$ cat config.mk
export PLATFORM = sky130hd
export DESIGN_NAME = greedy_word_wrapper
export DESIGN_NICKNAME = d
export VERILOG_FILES = /design/src/rtl/gww_pkg.sv /design/src/rtl/greedy_word_wrapper.sv
export VERILOG_INCLUDE_DIRS = /design/src /design/src/rtl
export SDC_FILE = /design/constraint.sdc
export NUM_CORES = 1
export LEC_CHECK = 0
export BUFFER_PORTS_ARGS = -buffer_cell sky130_fd_sc_hd__buf_4
export CORE_ASPECT_RATIO = 0.9
export CORE_UTILIZATION = 40
export DETAILED_ROUTE_END_ITERATION = 16
export GPL_TIMING_DRIVEN = 0
export PLACE_DENSITY_LB_ADDON = 0.2
export SLEW_MARGIN = 15
export SYNTH_ARGS = -nofsm -noshare
export SYNTH_HDL_FRONTEND = slang
export SYNTH_SLANG_ARGS = --single-unit
export TNS_END_PERCENT = 100
$ cat constraint.sdc
create_clock -name i_clk -period 4 [get_ports i_clk]
set_input_delay 0.4 -clock i_clk [delete_from_list [all_inputs] [get_ports i_clk]]
set_output_delay 0.4 -clock i_clk [all_outputs]
set_load 0.05 [all_outputs]
$ cat src/rtl/greedy_word_wrapper_defines.svh
// Assertion macros used by the word wrapper RTL.
`ifndef GREEDY_WORD_WRAPPER_DEFINES_SVH
`define GREEDY_WORD_WRAPPER_DEFINES_SVH

`ifndef SYNTHESIS

// A property that must hold at every rising clock edge outside reset.
`define GWW_ASSERT(lbl, clk, rst_n, prop, msg) \
    lbl: assert property (@(posedge clk) disable iff (!rst_n) prop) else $error(msg);

// A condition that must never be seen outside reset.
`define GWW_ASSERT_NEVER(lbl, clk, rst_n, cond, msg) \
    lbl: assert property (@(posedge clk) disable iff (!rst_n) !(cond)) else $error(msg);

`else

`define GWW_ASSERT(lbl, clk, rst_n, prop, msg)
`define GWW_ASSERT_NEVER(lbl, clk, rst_n, cond, msg)

`endif

`endif

$ cat src/rtl/gww_pkg.sv
package gww_pkg;

    // Special text bytes.
    localparam logic [7:0] CH_TAB   = 8'h09;
    localparam logic [7:0] CH_NL    = 8'h0A;
    localparam logic [7:0] CH_SPACE = 8'h20;

    // A tab adds this many spaces to the word.
    localparam logic [2:0] TAB_FILL = 3'd7;

    // Line width after reset.
    localparam logic [7:0] LINE_WIDTH_RST = 8'd80;

    // Sequencer states.
    typedef enum logic [2:0] {
        S_IDLE,
        S_TAB,
        S_CHECK,
        S_NL,
        S_WORD,
        S_SPACE
    } t_state;

endpackage

$ cat src/rtl/greedy_word_wrapper.sv
// Flow: an ordinary byte is stored in the word; a separator or end of text starts a flush:
// a tab first pushes its 7 spaces, then the room is checked, then one output beat per cycle
// goes out while the receiver takes them. The block takes one ordinary byte per cycle while
// idle; a flush sends its beats through one word store read port and takes no input meanwhile.
// Reset: synchronous active low; line width 80, room 80, empty word, no store clearing.
`include "greedy_word_wrapper_defines.svh"

module greedy_word_wrapper #(
    parameter int MAX_WORD = 32
) (
    input  logic       i_clk,
    input  logic       i_rst_n,
    // Configuration
    input  logic       i_line_width_we,
    input  logic [7:0] i_line_width,
    // Input channel
    input  logic       i_valid,
    output logic       o_ready,
    input  logic [7:0] i_char_code,
    input  logic       i_end_of_text,
    // Output channel
    output logic       o_valid,
    input  logic       i_ready,
    output logic [7:0] o_out_char,
    output logic       o_last_of_run,
    output logic       o_word_truncated
);
    import gww_pkg::*;

    localparam int WL_W = $clog2(MAX_WORD + 1);
    localparam int AW   = $clog2(MAX_WORD);

    // Control and status registers.
    t_state            r_state, n_state;
    logic [7:0]        r_line_width;
    logic [7:0]        r_room, n_room;
    logic [WL_W-1:0]   r_word_len, n_word_len;
    logic              r_ovf, n_ovf;
    logic              r_eot, n_eot;
    logic [2:0]        r_tab_cnt, n_tab_cnt;
    logic [WL_W-1:0]   r_idx, n_idx;

    // Output register.
    logic              r_o_valid;
    logic [7:0]        r_o_char;
    logic              r_o_last;
    logic              r_o_trunc;

    // Word store and its ports.
    logic [7:0]        mem [MAX_WORD];
    logic [7:0]        r_rd_data;
    logic              push_en;
    logic [7:0]        push_data;
    logic              wr_en;
    logic              rd_en;
    logic [AW-1:0]     rd_addr;

    // Output load request.
    logic              out_free;
    logic              out_load;
    logic [7:0]        out_char;
    logic              out_last;

    // Room arithmetic.
    logic [8:0]        total;
    logic [8:0]        width_ext;
    logic              accept;
    logic              word_full;
    logic              last_byte;

    assign accept    = i_valid && o_ready;
    assign out_free  = !r_o_valid || i_ready;
    assign word_full = (r_word_len >= WL_W'(MAX_WORD));
    assign total     = 9'(r_word_len) + 9'd1;
    assign width_ext = {1'b0, r_line_width};
    assign last_byte = ((r_idx + WL_W'(1)) == r_word_len);
    assign wr_en     = push_en && !word_full;

    // Next state, pushes, reads and output loads.
    always_comb begin
        n_state    = r_state;
        n_room     = r_room;
        n_word_len = r_word_len;
        n_ovf      = r_ovf;
        n_eot      = r_eot;
        n_tab_cnt  = r_tab_cnt;
        n_idx      = r_idx;
        push_en    = 1'b0;
        push_data  = CH_SPACE;
        rd_en      = 1'b0;
        rd_addr    = '0;
        out_load   = 1'b0;
        out_char   = CH_SPACE;
        out_last   = 1'b0;
        o_ready    = 1'b0;

        unique case (r_state)
            S_IDLE: begin
                o_ready = 1'b1;
                if (accept) begin
                    n_eot = i_end_of_text;
                    if (i_char_code == CH_TAB) begin
                        n_tab_cnt = TAB_FILL;
                        n_state   = S_TAB;
                    end else begin
                        if (i_char_code != CH_SPACE) begin
                            push_en   = 1'b1;
                            push_data = i_char_code;
                        end
                        if (i_char_code == CH_NL) begin
                            n_room = r_line_width;
                        end
                        if (i_end_of_text || i_char_code == CH_SPACE) begin
                            n_state = S_CHECK;
                        end
                    end
                end
            end
            S_TAB: begin
                push_en   = 1'b1;
                push_data = CH_SPACE;
                n_tab_cnt = r_tab_cnt - 3'd1;
                if (r_tab_cnt == 3'd1) begin
                    n_state = S_CHECK;
                end
            end
            S_CHECK: begin
                rd_en   = 1'b1;
                rd_addr = '0;
                n_idx   = '0;
                if (r_eot && r_word_len == '0) begin
                    // Nothing to flush at end of text.
                    n_room  = r_line_width;
                    n_ovf   = 1'b0;
                    n_state = S_IDLE;
                end else if (total > {1'b0, r_room}) begin
                    n_room  = (total > width_ext) ? 8'd0 : 8'(width_ext - total);
                    n_state = S_NL;
                end else begin
                    n_room  = 8'({1'b0, r_room} - total);
                    n_state = (r_word_len != '0) ? S_WORD : S_SPACE;
                end
            end
            S_NL: begin
                if (out_free) begin
                    out_load = 1'b1;
                    out_char = CH_NL;
                    n_state  = (r_word_len != '0) ? S_WORD : S_SPACE;
                end
            end
            S_WORD: begin
                if (out_free) begin
                    out_load = 1'b1;
                    out_char = r_rd_data;
                    out_last = last_byte && r_eot;
                    rd_en    = 1'b1;
                    rd_addr  = AW'(r_idx + WL_W'(1));
                    n_idx    = r_idx + WL_W'(1);
                    if (last_byte) begin
                        if (r_eot) begin
                            n_word_len = '0;
                            n_ovf      = 1'b0;
                            n_room     = r_line_width;
                            n_state    = S_IDLE;
                        end else begin
                            n_state = S_SPACE;
                        end
                    end
                end
            end
            S_SPACE: begin
                if (out_free) begin
                    out_load   = 1'b1;
                    out_char   = CH_SPACE;
                    out_last   = 1'b1;
                    n_word_len = '0;
                    n_ovf      = 1'b0;
                    n_state    = S_IDLE;
                end
            end
            default: begin
                n_state = S_IDLE;
            end
        endcase

        // A push into a full word drops the byte and marks the word.
        if (push_en) begin
            if (word_full) begin
                n_ovf = 1'b1;
            end else begin
                n_word_len = r_word_len + WL_W'(1);
            end
        end
    end

    // State register.
    always_ff @(posedge i_clk) begin
        if (!i_rst_n) begin
            r_state <= S_IDLE;
        end else begin
            r_state <= n_state;
        end
    end

    // Control registers.
    always_ff @(posedge i_clk) begin
        if (!i_rst_n) begin
            r_line_width <= LINE_WIDTH_RST;
            r_room       <= LINE_WIDTH_RST;
            r_word_len   <= '0;
            r_ovf        <= 1'b0;
            r_eot        <= 1'b0;
            r_tab_cnt    <= '0;
            r_idx        <= '0;
        end else begin
            if (i_line_width_we) begin
                r_line_width <= i_line_width;
            end
            r_room     <= n_room;
            r_word_len <= n_word_len;
            r_ovf      <= n_ovf;
            r_eot      <= n_eot;
            r_tab_cnt  <= n_tab_cnt;
            r_idx      <= n_idx;
        end
    end

    // Word store: one write and one registered read per cycle.
    always_ff @(posedge i_clk) begin
        if (wr_en) begin
            mem[r_word_len[AW-1:0]] <= push_data;
        end
        if (rd_en) begin
            r_rd_data <= mem[rd_addr];
        end
    end

    // Output register: takes a new beat when empty or when the current one leaves.
    always_ff @(posedge i_clk) begin
        if (!i_rst_n) begin
            r_o_valid <= 1'b0;
        end else if (out_load) begin
            r_o_valid <= 1'b1;
        end else if (i_ready) begin
            r_o_valid <= 1'b0;
        end
    end

    always_ff @(posedge i_clk) begin
        if (out_load) begin
            r_o_char  <= out_char;
            r_o_last  <= out_last;
            r_o_trunc <= r_ovf;
        end
    end

    assign o_valid          = r_o_valid;
    assign o_out_char       = r_o_char;
    assign o_last_of_run    = r_o_last;
    assign o_word_truncated = r_o_trunc;

    // Checks on the sequencer and the output register.
    `GWW_ASSERT_NEVER(a_len_bound, i_clk, i_rst_n, r_word_len > WL_W'(MAX_WORD),
        "word length beyond the store depth")
    `GWW_ASSERT_NEVER(a_no_overwrite, i_clk, i_rst_n, out_load && r_o_valid && !i_ready,
        "output beat overwritten before it was taken")
    `GWW_ASSERT_NEVER(a_word_nonempty, i_clk, i_rst_n, r_state == S_WORD && r_word_len == '0,
        "word replay with an empty word")
    `GWW_ASSERT(a_eot_empty, i_clk, i_rst_n,
        (r_state == S_CHECK && r_eot && r_word_len == '0) |=>
            (r_state == S_IDLE && r_room == $past(r_line_width)),
        "empty end of text did not restart the line")

endmodule

* Word level (Yosys, flattened, before mapping)
Memories as Yosys holds them, arrays and structs flattened. A register that Yosys moved wholly into a read port is not among the register bits.
Cells that the tools add are included.
** Word-level totals
- Bits in registers :: 47
- Bits in latches :: 0
- Memory bits (writable) :: 256
- Bits in read-only memories :: 0
- Output and inout port bits :: 12
- Word-level logic and storage cells :: 131
- Memories :: 1
** Cells by class
- Add/subtract/negate cells :: 6
- $mul :: 0
- Div/mod/pow operators :: 0
- Order comparisons :: 3
- Equality and inequality tests :: 22
- Shift-type cells :: 0
- Muxes and demuxes :: 66
- Bitwise logic cells :: 0
- Reductions and logical operators :: 21
** Memory list
- mem :: depth 32, bits a word 8, read ports 1, clocked after Yosys merged registers in 1, wr ports 1, RTL line greedy_word_wrapper.sv:50 : logic [7:0] mem [MAX_WORD];
** Operators with widths (count)
- 8-bit two-way mux :: 14
- 6-bit two-way mux :: 8
- 3-bit two-way mux :: 13
- 6-bit case mux with 2 select lines :: 2
- 8-bit case mux with 3 select lines :: 1
- 2-bit != test, second input constant :: 10
- 1-bit two-way mux :: 19
- 3-bit case mux with 6 select lines :: 1
- 8-bit by 4-bit equality test with 1-bit output, second input constant :: 2
- 7-bit by 8-bit > comparator with 1-bit output :: 2
- 8-bit case mux with 2 select lines :: 1
- 8-bit by 7-bit subtractor with 8-bit output :: 2
- 7-bit AND reduction :: 2
- 6-bit by 1-bit adder with 6-bit output, second input constant :: 2
- 5-bit two-way mux :: 2
- 8-bit by 6-bit equality test with 1-bit output, second input constant :: 1
- 8-bit by 6-bit != test with 1-bit output, second input constant :: 1
- 6-bit by 1-bit adder with 7-bit output, second input constant :: 1
- 3-bit by 1-bit equality test with 1-bit output, second input constant :: 2
- 3-bit by 2-bit equality test with 1-bit output, second input constant :: 2
- 3-bit equality test, second input constant :: 2
- 6-bit equality test :: 1
- 6-bit >= comparator, second input constant :: 1
- 6-bit zero test :: 1
- other kinds (15) :: 25

* Logic depth before layout (Yosys ltp)
Gate-level depths: netlist (run 1).
- Depth after elaboration :: 8
- Gate-level depth with buffers :: 13

* Worst setup path after synthesis (run 1)
Ideal clock, no wire load.
- Kind :: register to register
- From :: register r_word_len[3]
- To :: register r_room[5]
- Setup time :: 75 ps
- Arrival time :: 2906 ps
- Setup slack :: 1019 ps
- Stages on the path, launching flop included :: 12
- Cells stage by stage :: dfxtp_1 > clkbuf_1 > nand3_1 > nor3_1 > xnor2_1 > ha_1 > and4b_1 > o31ai_1 > o211a_1 > nand2_1 > o221a_2 > o22ai_1
** Between the ends
- Cells in the longest elaborated chain, start to end :: 6
- Elaborated cells on any way between the ends :: 14
** RTL lines
- start, declared :: RTL line greedy_word_wrapper.sv:37 : logic [WL_W-1:0] r_word_len, n_word_len;
- start signal, assigned :: RTL line greedy_word_wrapper.sv:220 : r_word_len <= n_word_len;
- 6-bit by 1-bit adder with 7-bit output :: RTL line greedy_word_wrapper.sv:74 : assign total = 9'(r_word_len) + 9'd1;
- 8-bit by 7-bit subtractor with 8-bit output / 7-bit by 8-bit > comparator with 1-bit output (equally long branches) :: RTL line greedy_word_wrapper.sv:137 : n_room = (total > width_ext) ? 8'd0 : 8'(width_ext - total);
- 8-bit two-way mux :: RTL line greedy_word_wrapper.sv:137
- 8-bit two-way mux :: RTL line greedy_word_wrapper.sv:136 : end else if (total > {1'b0, r_room}) begin
- 8-bit two-way mux :: RTL line greedy_word_wrapper.sv:131 : if (r_eot && r_word_len == '0) begin
- 8-bit case mux with 3 select lines :: RTL line greedy_word_wrapper.sv:97 : unique case (r_state)
- end signal, assigned :: RTL line greedy_word_wrapper.sv:219 : r_room <= n_room;
- end, declared :: RTL line greedy_word_wrapper.sv:36 : logic [7:0] r_room, n_room;
Parallel ways exist; a longest one is shown, timed or not.
A chain may end at the register's enable or synchronous reset.

* Final worst setup path (run 1)
Same ends and word-level chain as after synthesis.

==> report_table.html, run 1 <==
<table>
<tr><th>Metric</th><th>Value</th></tr>
<tr><th colspan="2">Run status</th></tr>
<tr><td>Outcome</td><td>complete, no violations</td></tr>
<tr><th colspan="2">Route</th></tr>
<tr><td>Routed wire length</td><td>35,400 µm</td></tr>
<tr><td>DR vias/cell</td><td>5.55</td></tr>
<tr><td>Total number of vias</td><td>8,889</td></tr>
<tr><td>Number of remaining DRC errors</td><td>0</td></tr>
<tr><td>Routed length per instance</td><td>22.1 µm</td></tr>
<tr><td>Remaining number of nets flagged by the antenna check after routing</td><td>0</td></tr>
<tr><td>Violation count after the first detailed-routing iteration</td><td>893</td></tr>
<tr><td>Initial DRT Pass Iterations</td><td>5</td></tr>
<tr><th colspan="2">Synth</th></tr>
<tr><td>Post-synth EDFFs</td><td>274</td></tr>
<tr><td>Average cell area after synthesis</td><td>13.4 µm²</td></tr>
<tr><td>Proportion of synthesized area in mux cells</td><td>7.72%</td></tr>
<tr><td>Fraction of registers with async set/reset</td><td>0%</td></tr>
<tr><td>Syn Nets</td><td>1,089</td></tr>
<tr><td>Dominant register cell in the synthesized netlist</td><td>sky130_fd_sc_hd__edfxtp_1</td></tr>
<tr><td>Area share of and/or/nand/nor cells after synthesis</td><td>10.8%</td></tr>
<tr><td>Number of library cell types mapped by synthesis</td><td>65</td></tr>
<tr><td>Seq cells post-synth</td><td>311</td></tr>
<tr><td>Yosys synthesis warning count</td><td>0</td></tr>
<tr><td>Share of the synthesized area in compound gates (AO/OA/AOI/OAI)</td><td>10.1%</td></tr>
<tr><td>Seq/Total Area, Yosys</td><td>64.1%</td></tr>
<tr><td>Post-synth design cell area</td><td>14,000 µm²</td></tr>
<tr><td>Largest family of logic cells by synthesized area</td><td>simple AND/OR/NAND/NOR gates</td></tr>
<tr><td>Mapped Cells</td><td>1,047</td></tr>
<tr><td>Adder-Cell Fraction of Synth Area</td><td>2.11%</td></tr>
<tr><td>Post-Synth XOR/XNOR Area</td><td>2.16%</td></tr>
<tr><th colspan="2">Setup path</th></tr>
<tr><td>Depth of the worst register-to-register path</td><td>11</td></tr>
<tr><td>Critical path class</td><td>reg -&gt; reg</td></tr>
<tr><td>Slowest stage cell on the critical path</td><td>sky130_fd_sc_hd__nor3_1</td></tr>
<tr><td>Critical path data arrival time</td><td>4.19 ns</td></tr>
<tr><td>Endpoint type of the worst setup path</td><td>flip-flop</td></tr>
<tr><td>Kind of start point of the critical path</td><td>flip-flop</td></tr>
<tr><td>Buffers plus inverters on the worst setup path</td><td>1</td></tr>
<tr><td>Required time at the worst-slack endpoint</td><td>4.44 ns</td></tr>
<tr><td>CP peak stage delay</td><td>0.48 ns</td></tr>
<tr><td>Number of logic stages on the critical path including buffering</td><td>11</td></tr>
<tr><td>Top Family by Delay on Critical Path</td><td>simple AND/OR/NAND/NOR gates</td></tr>
<tr><td>Worst-path maximum fanout</td><td>10</td></tr>
<tr><td>CP cell instances</td><td>clkbuf_1 &gt; nand3_1 &gt; nor3_1 &gt; xnor2_1 &gt; ha_1 &gt; and4b_1 &gt; o31ai_1 &gt; o211a_1 &gt; nand2_1 &gt; o221a_2 &gt; o22ai_1</td></tr>
<tr><th colspan="2">Min path</th></tr>
<tr><td>Type of the worst min-delay path</td><td>in -&gt; reg</td></tr>
<tr><td>Depth of the worst hold-timing path</td><td>3</td></tr>
<tr><th colspan="2">STA</th></tr>
<tr><td>Unrepaired setup endpoints after global routing</td><td>false</td></tr>
<tr><td>Slew Limit Fails</td><td>0</td></tr>
<tr><td>Final number of hold-violating endpoints</td><td>0</td></tr>
<tr><td>Final setup margin</td><td>0.247 ns</td></tr>
<tr><td>Worst setup skew after layout</td><td>0.0126 ns</td></tr>
<tr><td>Upper clock frequency limit</td><td>0.266 GHz</td></tr>
<tr><td>Share of the clock period used by the worst path</td><td>93.8%</td></tr>
<tr><td>Minimum clock period after layout</td><td>3.75 ns</td></tr>
<tr><td>Total Negative Setup Slacks</td><td>0 ns</td></tr>
<tr><td>Transition at the pin with the smallest max-transition slack</td><td>1.17 ns</td></tr>
<tr><td>Headroom to the max-slew limit</td><td>21.2%</td></tr>
<tr><td>Setup-violating endpoint count in the final report</td><td>0</td></tr>
<tr><th colspan="2">Global routing</th></tr>
<tr><td>Maximum number of pins on one net before global-route repair</td><td>33</td></tr>
<tr><td>Vias in the first global route</td><td>8,506</td></tr>
<tr><td>Overall routing resource usage</td><td>20.0%</td></tr>
<tr><td>Total overflow reported by the global router</td><td>0</td></tr>
<tr><td>Global-route wire length before repair</td><td>52,800 µm</td></tr>
<tr><td>Number of antenna violations at the first check in global routing</td><td>0</td></tr>
<tr><th colspan="2">Floorplanning</th></tr>
<tr><td>Full die area</td><td>35,700 µm²</td></tr>
<tr><td>Floorplan die width</td><td>199 µm</td></tr>
<tr><td>Number of top-level pins</td><td>34</td></tr>
<tr><td>Die Y-Extent</td><td>179 µm</td></tr>
<tr><td>Number of placement rows</td><td>64</td></tr>
<tr><td>Core region area</td><td>34,200 µm²</td></tr>
<tr><td>Effective utilization at floorplan</td><td>40.9%</td></tr>
<tr><th colspan="2">Clock tree</th></tr>
<tr><td>Cell chosen for the clock root</td><td>sky130_fd_sc_hd__clkbuf_16</td></tr>
<tr><td>Worst skew pair latency</td><td>0.50 ns</td></tr>
<tr><td>Total of hold buffers inserted after clock tree synthesis</td><td>0</td></tr>
<tr><td>H-tree depth</td><td>2</td></tr>
<tr><td>CTS tree</td><td>done</td></tr>
<tr><td>Num CTS Buffers</td><td>34</td></tr>
<tr><td>Buffer depth of the longest clock path</td><td>3</td></tr>
<tr><td>Num Clock Sinks</td><td>311</td></tr>
<tr><td>Buffers inserted by post-CTS timing repair</td><td>0</td></tr>
<tr><td>Clock slew at the register clock pins of the worst setup and hold paths</td><td>0.06 ns</td></tr>
<tr><td>Post-CTS Resized</td><td>0</td></tr>
<tr><th colspan="2">Power and ir drop</th></tr>
<tr><td>Total power after layout</td><td>7.42 mW</td></tr>
<tr><td>Max IR drop VDD</td><td>0.000267 V</td></tr>
<tr><td>Leakage component of the power</td><td>5.17 nW</td></tr>
<tr><td>Pwr/cell area</td><td>466 nW/µm²</td></tr>
<tr><th colspan="2">Final layout</th></tr>
<tr><td>Post-Layout Cell Count</td><td>1,601</td></tr>
<tr><td>Net count reported at finish</td><td>1,161</td></tr>
<tr><td>Number of filler cells placed in the layout</td><td>3,078</td></tr>
<tr><td>Inserted Diodes</td><td>0</td></tr>
<tr><td>Relative area change from synthesis to final layout</td><td>13.8%</td></tr>
<tr><td>Fraction of layout cells with a size suffix above 1</td><td>14.1%</td></tr>
<tr><td>Layout Cell Area excl Fill</td><td>15,900 µm²</td></tr>
<tr><th colspan="2">Job</th></tr>
<tr><td>Number of maximum-capacitance constraint violations</td><td>0</td></tr>
<tr><th colspan="2">Placement</th></tr>
<tr><td>Count of input and output buffers</td><td>32</td></tr>
<tr><td>Total half-perimeter wirelength after legalization and detailed placement</td><td>23,900 µm</td></tr>
<tr><td>Number of cells in the design after placement</td><td>1,545</td></tr>
<tr><td>Placement-stage cell area</td><td>14,900 µm²</td></tr>
<tr><td>Pre-CTS setup slack</td><td>0.283 ns</td></tr>
<tr><td>Routability Congestion</td><td>0.916</td></tr>
</table>
[per-stage QoR]
step                      hold WS (ns)  utilization (%)
after floorplan                  0.409                -
after global placement           0.471             43.3
after detailed placement         0.464             43.6
after CTS                       0.0950             46.6
after global routing             0.126             46.6
final                            0.105             46.6
[per-layer routing]
metal,track usage [%],wire (µm),part of all wire (%)
met3,3.49,2300,6.5
met4,6.37,1020,2.9
met1,30.4,16700,47
met5,0,0,0
met2,28.8,15300,43
[synthesized netlist by cell type, types with 7 or more instances]
master	count	area share, %
sky130_fd_sc_hd__a211o_1	32	2.0
sky130_fd_sc_hd__a211oi_1	38	2.0
sky130_fd_sc_hd__a21oi_1	29	1.0
sky130_fd_sc_hd__a31oi_1	8	0.36
sky130_fd_sc_hd__and2_1	9	0.40
sky130_fd_sc_hd__and3_1	9	0.40
sky130_fd_sc_hd__and4_1	8	0.50
sky130_fd_sc_hd__buf_2	13	0.46
sky130_fd_sc_hd__buf_6	8	0.64
sky130_fd_sc_hd__clkbuf_1	24	0.64
sky130_fd_sc_hd__dfxtp_1	37	5.3
sky130_fd_sc_hd__edfxtp_1	274	59
sky130_fd_sc_hd__ha_1	18	1.6
sky130_fd_sc_hd__inv_1	21	0.56
sky130_fd_sc_hd__mux2_2	32	2.6
sky130_fd_sc_hd__mux2i_1	72	5.1
sky130_fd_sc_hd__nand2_1	68	1.8
sky130_fd_sc_hd__nand2b_1	7	0.31
sky130_fd_sc_hd__nand3_1	48	1.7
sky130_fd_sc_hd__nor2_1	71	1.9
sky130_fd_sc_hd__nor2b_1	36	1.6
sky130_fd_sc_hd__nor3_1	24	0.86
sky130_fd_sc_hd__o211ai_1	36	1.9
sky130_fd_sc_hd__o21a_1	7	0.38
sky130_fd_sc_hd__o21ai_0	18	0.64
sky130_fd_sc_hd__xnor2_1	19	1.2
[power by group]
part	internal, mW	switching (mW)	total, mW
sequential	3.65	0.0345	3.69
clock	1.73	1.20	2.93
combinational	0.270	0.527	0.797
[tightest hold or removal path, cell delays in order]
cell,delay [ns]
sky130_fd_sc_hd__buf_4,0.08
sky130_fd_sc_hd__mux2i_1,0.05
sky130_fd_sc_hd__nand2_1,0.05
[worst paths after layout]
check	end	slack, ns	from
worst max-delay path	r_room[5]	0.25	r_word_len[3]
worst min-delay path	r_line_width[4]	0.11	i_line_width[4]
worst max register to register	r_room[5]	0.25	r_word_len[3]
worst min register to register	r_room[2]	0.48	r_room[2]
[registers in the layout, indices dropped and copies added, names as in the netlist]
signal / count
r_ovf: 1
r_state: 3
r_word_len: 6
r_tab_cnt: 3
o_out_char: 8
o_word_truncated: 1
o_last_of_run: 1
r_room: 8
r_idx: 6
r_rd_data: 8
r_line_width: 8
mem: 256
r_eot: 1
o_valid: 1
[cells by family (layout without fill, tap and decap cells)]
| family | after synthesis | in the layout |
|---|---|---|
| AO/OA/AOI/OAI | 197 | 197 |
| XOR/XNOR | 29 | 29 |
| adder cells (fa/ha/maj) | 23 | 23 |
| buffers and inverters | 81 | 173 |
| flip-flops | 311 | 311 |
| multiplexers | 104 | 104 |
| AND/OR/NAND/NOR | 302 | 302 |
[placed cells by master, fill, tap and decap left out, types with 7 or more instances in the layout]
master / n
sky130_fd_sc_hd__edfxtp_1: 274
sky130_fd_sc_hd__mux2i_1: 72
sky130_fd_sc_hd__nor2_1: 71
sky130_fd_sc_hd__nand2_1: 68
sky130_fd_sc_hd__nand3_1: 48
sky130_fd_sc_hd__buf_4: 38
sky130_fd_sc_hd__a211oi_1: 38
sky130_fd_sc_hd__dfxtp_1: 37
sky130_fd_sc_hd__nor2b_1: 36
sky130_fd_sc_hd__o211ai_1: 36
sky130_fd_sc_hd__clkbuf_1: 35
sky130_fd_sc_hd__clkbuf_16: 35
sky130_fd_sc_hd__a211o_1: 32
sky130_fd_sc_hd__mux2_2: 32
sky130_fd_sc_hd__a21oi_1: 29
sky130_fd_sc_hd__nor3_1: 24
sky130_fd_sc_hd__inv_1: 21
sky130_fd_sc_hd__xnor2_1: 19
sky130_fd_sc_hd__o21ai_0: 18
sky130_fd_sc_hd__ha_1: 18
sky130_fd_sc_hd__buf_2: 13
sky130_fd_sc_hd__buf_6: 8
sky130_fd_sc_hd__and4_1: 8
sky130_fd_sc_hd__a31oi_1: 8
sky130_fd_sc_hd__and2_1: 7
sky130_fd_sc_hd__o21a_1: 7
[final cells by class]
class / count / area (µm²) / share of cell area (%)
flip-flops and latches: 311 / 8970 / 56.3
multi-input cells: 655 / 4620 / 29.0
clock buffers: 46 / 917 / 5.76
well taps: 462 / 578 / 3.63
plain buffers: 59 / 333 / 2.09
repair buffers: 36 / 328 / 2.06
clock inverters: 10 / 101 / 0.636
inverters: 22 / 82.6 / 0.518
(Power assumes the default switching activity.)
==> inputs of run 2 (changes only) <==
--- a/config.mk
+++ b/config.mk
@@ -11,7 +11,9 @@
 export CORE_UTILIZATION = 40
 export DETAILED_ROUTE_END_ITERATION = 16
 export GPL_TIMING_DRIVEN = 0
+export HOLD_SLACK_MARGIN = 0.05
 export PLACE_DENSITY_LB_ADDON = 0.2
+export REMOVE_ABC_BUFFERS = 1
 export SLEW_MARGIN = 15
 export SYNTH_ARGS = -nofsm -noshare
 export SYNTH_HDL_FRONTEND = slang
==> report_table.html, run 2 (same netlist as run 1, synthesis figures left out) <==
<table>
<tr><th>Metric</th><th>Value</th></tr>
<tr><th colspan="2">Setup path</th></tr>
<tr><td>Worst-path maximum fanout</td><td>14 (+4)</td></tr>
<tr><td>Kind of start point of the critical path</td><td>flip-flop</td></tr>
<tr><td>Required time at the worst-slack endpoint</td><td>4.25 ns (-0.19 ns)</td></tr>
<tr><td>Critical path class</td><td>reg -&gt; reg</td></tr>
<tr><td>Critical path data arrival time</td><td>3.99 ns (-0.20 ns)</td></tr>
<tr><td>Origin of the worst setup path</td><td>r_state[2]</td></tr>
<tr><td>Endpoint type of the worst setup path</td><td>flip-flop</td></tr>
<tr><td>Worst reg2reg startpoint</td><td>r_state[2]</td></tr>
<tr><th colspan="2">Route</th></tr>
<tr><td>Routed wire length</td><td>32,100 µm (-9.4%)</td></tr>
<tr><td>Number of remaining DRC errors</td><td>0 (unchanged)</td></tr>
<tr><td>Total number of vias</td><td>8,435 (-5.1%)</td></tr>
<tr><td>Routed length per instance</td><td>20.5 µm (-7.1%)</td></tr>
<tr><td>DR vias/cell</td><td>5.40 (-2.7%)</td></tr>
<tr><td>Violation count after the first detailed-routing iteration</td><td>703 (-21%)</td></tr>
<tr><td>Initial DRT Pass Iterations</td><td>5 (unchanged)</td></tr>
<tr><td>Remaining number of nets flagged by the antenna check after routing</td><td>0 (unchanged)</td></tr>
<tr><th colspan="2">Run status</th></tr>
<tr><td>Outcome</td><td>complete, no violations</td></tr>
<tr><th colspan="2">Placement</th></tr>
<tr><td>Total half-perimeter wirelength after legalization and detailed placement</td><td>20,500 µm (-15%)</td></tr>
<tr><td>Routability Congestion</td><td>0.796 (-13%)</td></tr>
<tr><td>Count of input and output buffers</td><td>33 (+3.1%)</td></tr>
<tr><td>Placement-stage cell area</td><td>14,800 µm² (-0.74%)</td></tr>
<tr><td>Number of cells in the design after placement</td><td>1,499 (-3.0%)</td></tr>
<tr><td>Pre-CTS setup slack</td><td>-0.0981 ns (-0.381 ns)</td></tr>
<tr><th colspan="2">Final layout</th></tr>
<tr><td>Relative area change from synthesis to final layout</td><td>14.1%</td></tr>
<tr><td>Commonest non-fill, non-tap cells in the layout</td><td>sky130_fd_sc_hd__edfxtp_1, sky130_fd_sc_hd__mux2i_1, sky130_fd_sc_hd__nor2_1, sky130_fd_sc_hd__nand2_1, sky130_fd_sc_hd__nand3_1</td></tr>
<tr><td>Layout Cell Area excl Fill</td><td>16,000 µm² (+0.20%)</td></tr>
<tr><td>Most common cell after layout, fill and taps aside</td><td>sky130_fd_sc_hd__edfxtp_1</td></tr>
<tr><td>Inserted Diodes</td><td>0 (unchanged)</td></tr>
<tr><td>Fraction of layout cells with a size suffix above 1</td><td>14.4% (+0.23 points)</td></tr>
<tr><td>Net count reported at finish</td><td>1,117 (-3.8%)</td></tr>
<tr><td>Flip-flop count of the largest register, all copies and words added</td><td>256 (unchanged)</td></tr>
<tr><td>Post-Layout Cell Count</td><td>1,562 (-2.4%)</td></tr>
<tr><th colspan="2">Global routing</th></tr>
<tr><td>Vias in the first global route</td><td>8,124 (-4.5%)</td></tr>
<tr><td>Global-route wire length before repair</td><td>49,100 µm (-7.0%)</td></tr>
<tr><td>Overall routing resource usage</td><td>18.2% (-1.8 points)</td></tr>
<tr><td>Total overflow reported by the global router</td><td>0 (unchanged)</td></tr>
<tr><td>Maximum number of pins on one net before global-route repair</td><td>61 (+85%)</td></tr>
<tr><td>Number of antenna violations at the first check in global routing</td><td>0 (unchanged)</td></tr>
<tr><th colspan="2">Clock tree</th></tr>
<tr><td>Buffer depth of the longest clock path</td><td>3 (unchanged)</td></tr>
<tr><td>Clock slew at the register clock pins of the worst setup and hold paths</td><td>0.06 ns (about the same)</td></tr>
<tr><td>CTS tree</td><td>done</td></tr>
<tr><td>Worst skew pair latency</td><td>0.51 ns (about the same)</td></tr>
<tr><td>H-tree depth</td><td>2 (unchanged)</td></tr>
<tr><td>Num Clock Sinks</td><td>311 (unchanged)</td></tr>
<tr><td>Cell chosen for the clock root</td><td>sky130_fd_sc_hd__clkbuf_16</td></tr>
<tr><td>Num CTS Buffers</td><td>35 (+2.9%)</td></tr>
<tr><th colspan="2">Floorplanning</th></tr>
<tr><td>Number of placement rows</td><td>64 (unchanged)</td></tr>
<tr><td>Full die area</td><td>35,700 µm² (unchanged)</td></tr>
<tr><td>Die Y-Extent</td><td>179 µm (unchanged)</td></tr>
<tr><td>Core region area</td><td>34,200 µm² (unchanged)</td></tr>
<tr><td>Number of top-level pins</td><td>34 (unchanged)</td></tr>
<tr><td>Effective utilization at floorplan</td><td>40.9% (unchanged)</td></tr>
<tr><td>Floorplan die width</td><td>199 µm (unchanged)</td></tr>
<tr><th colspan="2">Power and ir drop</th></tr>
<tr><td>Pwr/cell area</td><td>476 nW/µm² (+2.2%)</td></tr>
<tr><td>Max IR drop VDD</td><td>0.000252 V (-5.4%)</td></tr>
<tr><td>Leakage component of the power</td><td>5.17 nW (about the same)</td></tr>
<tr><th colspan="2">STA</th></tr>
<tr><td>Worst setup skew after layout</td><td>0.0126 ns (-0.0000326 ns)</td></tr>
<tr><td>Final number of hold-violating endpoints</td><td>0 (unchanged)</td></tr>
<tr><td>Setup-violating endpoint count in the final report</td><td>0 (unchanged)</td></tr>
<tr><td>Share of the clock period used by the worst path</td><td>93.6% (-0.18 points)</td></tr>
<tr><td>Transition at the pin with the smallest max-transition slack</td><td>0.999 ns (-0.174 ns)</td></tr>
<tr><td>Slew Limit Fails</td><td>0 (unchanged)</td></tr>
<tr><td>Final setup margin</td><td>0.254 ns (+0.00722 ns)</td></tr>
<tr><td>Headroom to the max-slew limit</td><td>32.9% (+12 points)</td></tr>
<tr><td>Unrepaired setup endpoints after global routing</td><td>false</td></tr>
<tr><td>Upper clock frequency limit</td><td>0.267 GHz (+0.19%)</td></tr>
<tr><td>Total Negative Setup Slacks</td><td>0 ns (unchanged)</td></tr>
<tr><td>Minimum clock period after layout</td><td>3.75 ns (-0.00722 ns)</td></tr>
<tr><th colspan="2">Min path</th></tr>
<tr><td>Hold Startpoint</td><td>i_line_width[4]</td></tr>
<tr><td>Type of the worst min-delay path</td><td>in -&gt; reg</td></tr>
<tr><th colspan="2">Job</th></tr>
<tr><td>Number of maximum-capacitance constraint violations</td><td>0 (unchanged)</td></tr>
</table>
[run 2: cell count changes in the layout (fill, tap and decap cells not counted), moves of 4 or more]
cell and delta:
sky130_fd_sc_hd__buf_1 -6, sky130_fd_sc_hd__buf_2 -13, sky130_fd_sc_hd__buf_4 -4, sky130_fd_sc_hd__buf_6 -6, sky130_fd_sc_hd__buf_8 +8, sky130_fd_sc_hd__clkbuf_1 -26
[run 2: critical path: stages, from the launching register on]
cell and delay, ns:
sky130_fd_sc_hd__dfxtp_1 0.53, sky130_fd_sc_hd__or3b_4 0.47, sky130_fd_sc_hd__nor3_4 0.26, sky130_fd_sc_hd__buf_8 0.20, sky130_fd_sc_hd__buf_8 0.20, sky130_fd_sc_hd__buf_8 0.19
sky130_fd_sc_hd__buf_8 0.17, sky130_fd_sc_hd__buf_8 0.16, sky130_fd_sc_hd__buf_6 0.17, sky130_fd_sc_hd__mux2_2 0.34, sky130_fd_sc_hd__o211ai_1 0.28, sky130_fd_sc_hd__nand3_1 0.21
sky130_fd_sc_hd__and4_1 0.28
[run 2: metal layers]
metal	global-route usage [%]	part of all wire (%)	vias up
li1	-	-	4057
met1	27.1	49	4146
met2	27.6	45	198
met3	2.96	4.7	34
met4	4.18	1.5	0
met5	0	0	-
[run 2: per-stage QoR]
stage               hold slack, ns  power, mW  utilization [%]
floorplan                    0.409       4.24                -
global placement             0.453       4.47             42.4
detailed placement           0.457       4.49             43.3
CTS                         0.0831       7.66             46.7
global route                 0.113       7.87             46.7
finish                       0.108       7.59             46.7
[run 2: report_power, final]
| part | switching [mW] | internal, mW |
|---|---|---|
| clock network | 1.24 | 1.93 |
| registers | 0.0448 | 3.65 |
| logic | 0.468 | 0.255 |
| total | 1.75 | 5.84 |
[run 2: final cells by class]
class	instances	area, µm²
Clock buffer	46	948
Clock inverter	16	194
Fill cell	3021	18200
Inverter	22	82.6
Multi-Input combinational cell	655	4650
Sequential cell	311	8970
Tap cell	462	578
Timing Repair Buffer	50	536
[run 2: path summary, 6_finish.rpt]
check / end / slack [ns] / depth (start not counted)
hold reg to reg: o_word_truncated / 0.48 / 0
setup reg to reg: r_rd_data[5] / 0.25 / 12
setup / recovery: r_rd_data[5] / 0.25 / 12
hold / removal: r_line_width[4] / 0.11 / 3
[run 2: repair_timing]
item                                    in CTS  in global routing
endpoints found under the setup margin       3                  7
pin swaps                                    1                  0
setup buffers                                1                  0
hold buffers                                 0                  0
endpoints found under the hold margin        0                  0
resized for setup                            0                  3
gates cloned                                 0                  0
